File: config.mk
export PLATFORM = sky130hd
export DESIGN_NAME = ils_cell
export DESIGN_NICKNAME = d
export VERILOG_FILES = /design/src/rtl/core/ils_pkg.sv /design/src/rtl/core/ils_cell.sv
export SDC_FILE = /design/constraint.sdc
export NUM_CORES = 1
export LEC_CHECK = 0
export BUFFER_PORTS_ARGS = -buffer_cell sky130_fd_sc_hd__buf_2
export CAP_MARGIN = 20
export CORE_MARGIN = 3
export CORE_UTILIZATION = 43
export DETAILED_ROUTE_END_ITERATION = 8
export GPL_TIMING_DRIVEN = 0
export PLACE_DENSITY = 0.87
export SKIP_LAST_GASP = 1
export SLEW_MARGIN = 20
export SYNTH_ARGS = -nofsm -noshare
export SYNTH_HDL_FRONTEND = slang
export SYNTH_SLANG_ARGS = --single-unit
File: constraint.sdc
create_clock -name clk -period 11.2 [get_ports clk]
set_clock_uncertainty 0.2 [all_clocks]
set_input_delay 0.56 -clock clk [delete_from_list [all_inputs] [get_ports clk]]
set_output_delay 0.56 -clock clk [all_outputs]
set_load 0.02 [all_outputs]
File: src/rtl/core/ils_pkg.sv
// Shared constants, codes and types of the indexed list store.
package ils_pkg;

  localparam int DATA_W       = 32;
  localparam int OP_W         = 3;
  localparam int POS_W        = 7;
  localparam int STATUS_W     = 2;
  localparam int CNT_OUT_W    = 7;
  localparam int CAPACITY_DEF = 64;

  localparam logic [OP_W-1:0] OP_READ     = 3'd0;
  localparam logic [OP_W-1:0] OP_INS_HEAD = 3'd1;
  localparam logic [OP_W-1:0] OP_INS_TAIL = 3'd2;
  localparam logic [OP_W-1:0] OP_INS_POS  = 3'd3;
  localparam logic [OP_W-1:0] OP_DELETE   = 3'd4;

  localparam logic [STATUS_W-1:0] ST_DONE  = 2'd0;
  localparam logic [STATUS_W-1:0] ST_RANGE = 2'd1;
  localparam logic [STATUS_W-1:0] ST_FULL  = 2'd2;

  localparam logic [1:0] CELL_HOLD = 2'd0;
  localparam logic [1:0] CELL_INS  = 2'd1;
  localparam logic [1:0] CELL_DEL  = 2'd2;

  typedef struct packed {
    logic [1:0]               mode;
    logic signed [DATA_W-1:0] value;
  } cell_cmd_t;

endpackage

File: src/rtl/core/ils_cell.sv
// One list slot: holds an entry, loads the new value, or shifts from a neighbor.
module ils_cell import ils_pkg::*; #(
  parameter int IW    = POS_W,
  parameter int INDEX = 0
) (
  input  logic                     clk,
  input  cell_cmd_t                cmd,
  input  logic [IW-1:0]            pos,
  input  logic signed [DATA_W-1:0] left,
  input  logic signed [DATA_W-1:0] right,
  output logic signed [DATA_W-1:0] entry_out,
  output logic signed [DATA_W-1:0] sel_data
);

  localparam logic [IW-1:0] IDX = IW'(INDEX);

  logic signed [DATA_W-1:0] entry;

  always_ff @(posedge clk) begin
    case (cmd.mode)
      CELL_INS: begin
        if (IDX == pos) begin
          entry <= cmd.value;
        end else if (IDX > pos) begin
          entry <= left;
        end
      end
      CELL_DEL: begin
        if (IDX >= pos) begin
          entry <= right;
        end
      end
      default: begin
      end
    endcase
  end

  assign entry_out = entry;
  assign sel_data  = (IDX == pos) ? entry : '0;

endmodule
==> out/qor.yml <==
drt-initial-drc-count: 158
hold_buffers: 0
clockRootBuffer: "clkbuf_8"
cap_violations: 0
area_delta_synth_final_pct: 50.8
die_w_um: 76.0
period_minus_slack_ns: 3.08
grt_start_max_net_pins: 23
slew_headroom_pct: 55.9
drive_above_1_share_pct: 47.0
antenna_found_initial: 0
avgSynthCellArea_um2: 9.25
io_buffers: 169
critPathRequiredTime_ns: 10.44
die_y_um: 76.0
finalHoldViolations: 0
fin_crit_sh_pct: 27.5
power-per-cell-area_mw_per_mm2: 92.1
worst-setup-path-type: "in2out"
combPwrFrac_pct: 17.3
p_leak_nw: 1.47
cts_tree: "done"
ys_seq_area_share_pct: 45.6
setup_viol: 0
ys_types: 19
p_seq_share_pct: 45.6
start_util_pct: 46.5
peakVddDrop_mv: 0.0615
fmax_ghz: 0.325
multiInputGateArea_mm2: 0.00104
tightestPinTransition_ns: 0.655
start_kind: "primary input"
gp_congestion: 0.802
grt-ovfl-total: 0
wl_mm: 7.41
grt_usage_pct: 26.0
pin_count: 170
ys_seq_elements: 32
dp_hpwl_mm: 5.80
drc: 0
drt-pass1-iter-count: 4
netSwitchingFraction_pct: 23.9
syn_area_mm2: 0.00211
rows: 24
place_area_mm2: 0.00308
clockPowerShare_pct: 37.2
synth_cells: 228
cp.arrival_ns: 2.32
final.setup.tns_ns: 0
final_common_cell: "buf_2"
seqCellArea_um2: 961
fill_cells: 355
rsz0062_at_grt: "no"
cts_max_level: 2
nNetsFinal: 511
core_area_mm2: 0.00453
status: "complete, no violations"
clockBufferDepth: 2
crit_fanout: 10
endpoint_kind: "primary output"
largest_register_ffs: 32
p_int_w: 0.000223
routed_via_density: 5.30
vias: 2496
diodes: 0
detail_route.wl_per_cell_um: 15.7
die-area_mm2: 0.00578
drv_slew: 0
final_area_mm2: 0.00318
ys_warn_count: 0
cts_resized: 0
antenna_left: 0
grt_pass1_vias: 2543
p_switching_w: 0.0000700
cts_setup_buffers: 0
syn_nets: 334
hp-class: "in2reg"
clk_transition_reported_paths_ns: 0.07
numCtsBuffers: 5
numClockSinks: 32
grt_pass1_wl_mm: 12.1
final_cell_mix: "buf_2 (170), nand2_1 (56), o211ai_1 (47)"
## final timing paths
kind,from,end,slack (ns),cells past startpoint
setup / recovery,pos[4],sel_data[11],8.12,7
hold / removal,right[26],entry_out[26],0.37,3
## area by class of cell
class | count | share of cell area [%]
multi-input combinational | 170 | 32.6
sequential | 32 | 30.2
timing repair buffer | 170 | 27.4
buffer | 25 | 3.70
tap | 65 | 2.56
clock buffer | 5 | 2.16
clock inverter | 3 | 1.18
inverter | 1 | 0.118
## cell usage after synthesis
cell type | count | area (um2)
nand2_1 | 56 | 210
o211ai_1 | 47 | 353
and2_1 | 32 | 200
edfxtp_1 | 32 | 961
clkbuf_1 | 21 | 78.8
o211ai_2 | 9 | 113
nor2_1 | 6 | 22.5
a21oi_1 | 5 | 25.0
a41oi_1 | 4 | 35.0
o21ai_0 | 4 | 20.0
buf_6 | 3 | 33.8
nand2b_1 | 2 | 12.5
buf_2 | 1 | 5.00
inv_1 | 1 | 3.75
nor2b_1 | 1 | 6.26
nor4_1 | 1 | 6.26
or2_1 | 1 | 6.26
or3_1 | 1 | 6.26
or4_4 | 1 | 11.3
## per-stage QoR
stage                     power [W]  cells  util [%]  hold slack [ns]  setup slack (ns)
after floorplan            0.000161    228         -            0.566              7.24
after global placement     0.000184    462      67.0            0.653              6.38
after detailed placement   0.000186    463      67.8            0.657              8.12
after CTS                  0.000295    471      70.2            0.363              8.11
after global routing       0.000306    471      70.2            0.367              7.99
final                      0.000293    471      70.2            0.368              8.12
## cells by family after synthesis
| family | synth area share, % |
|---|---|
| simple gates | 22.8 |
| compound gates | 25.9 |
| flops | 45.6 |
| buf+inv | 5.75 |
## critical path, stage by stage
cell and delay [ns]:
buf_2 0.11, or4_4 0.53, buf_6 0.15, nor2_1 0.21, clkbuf_1 0.40, and2_1 0.19
buf_2 0.17
## power groups by stage
| stage | sequential (W) | combinational (W) | clock, W |
|---|---|---|---|
| 3_3_place_gp | 0.000136 | 0.0000481 | 0 |
| 5_1_grt | 0.000133 | 0.0000565 | 0.000116 |
| 3_5_place_dp | 0.000136 | 0.0000504 | 0 |
| 2_1_floorplan | 0.000137 | 0.0000243 | 0 |
| 4_1_cts | 0.000133 | 0.0000506 | 0.000111 |
| 6_report | 0.000133 | 0.0000506 | 0.000109 |
## layer usage
layer	part of all wire, %	up-vias	track usage, %
met2	53	132	47.4
li1	-	1187	-
met4	2.2	0	9.42
met3	7.9	17	7.21
met5	0	-	0
met1	37	1160	28.8
(Power assumes the default switching activity.)
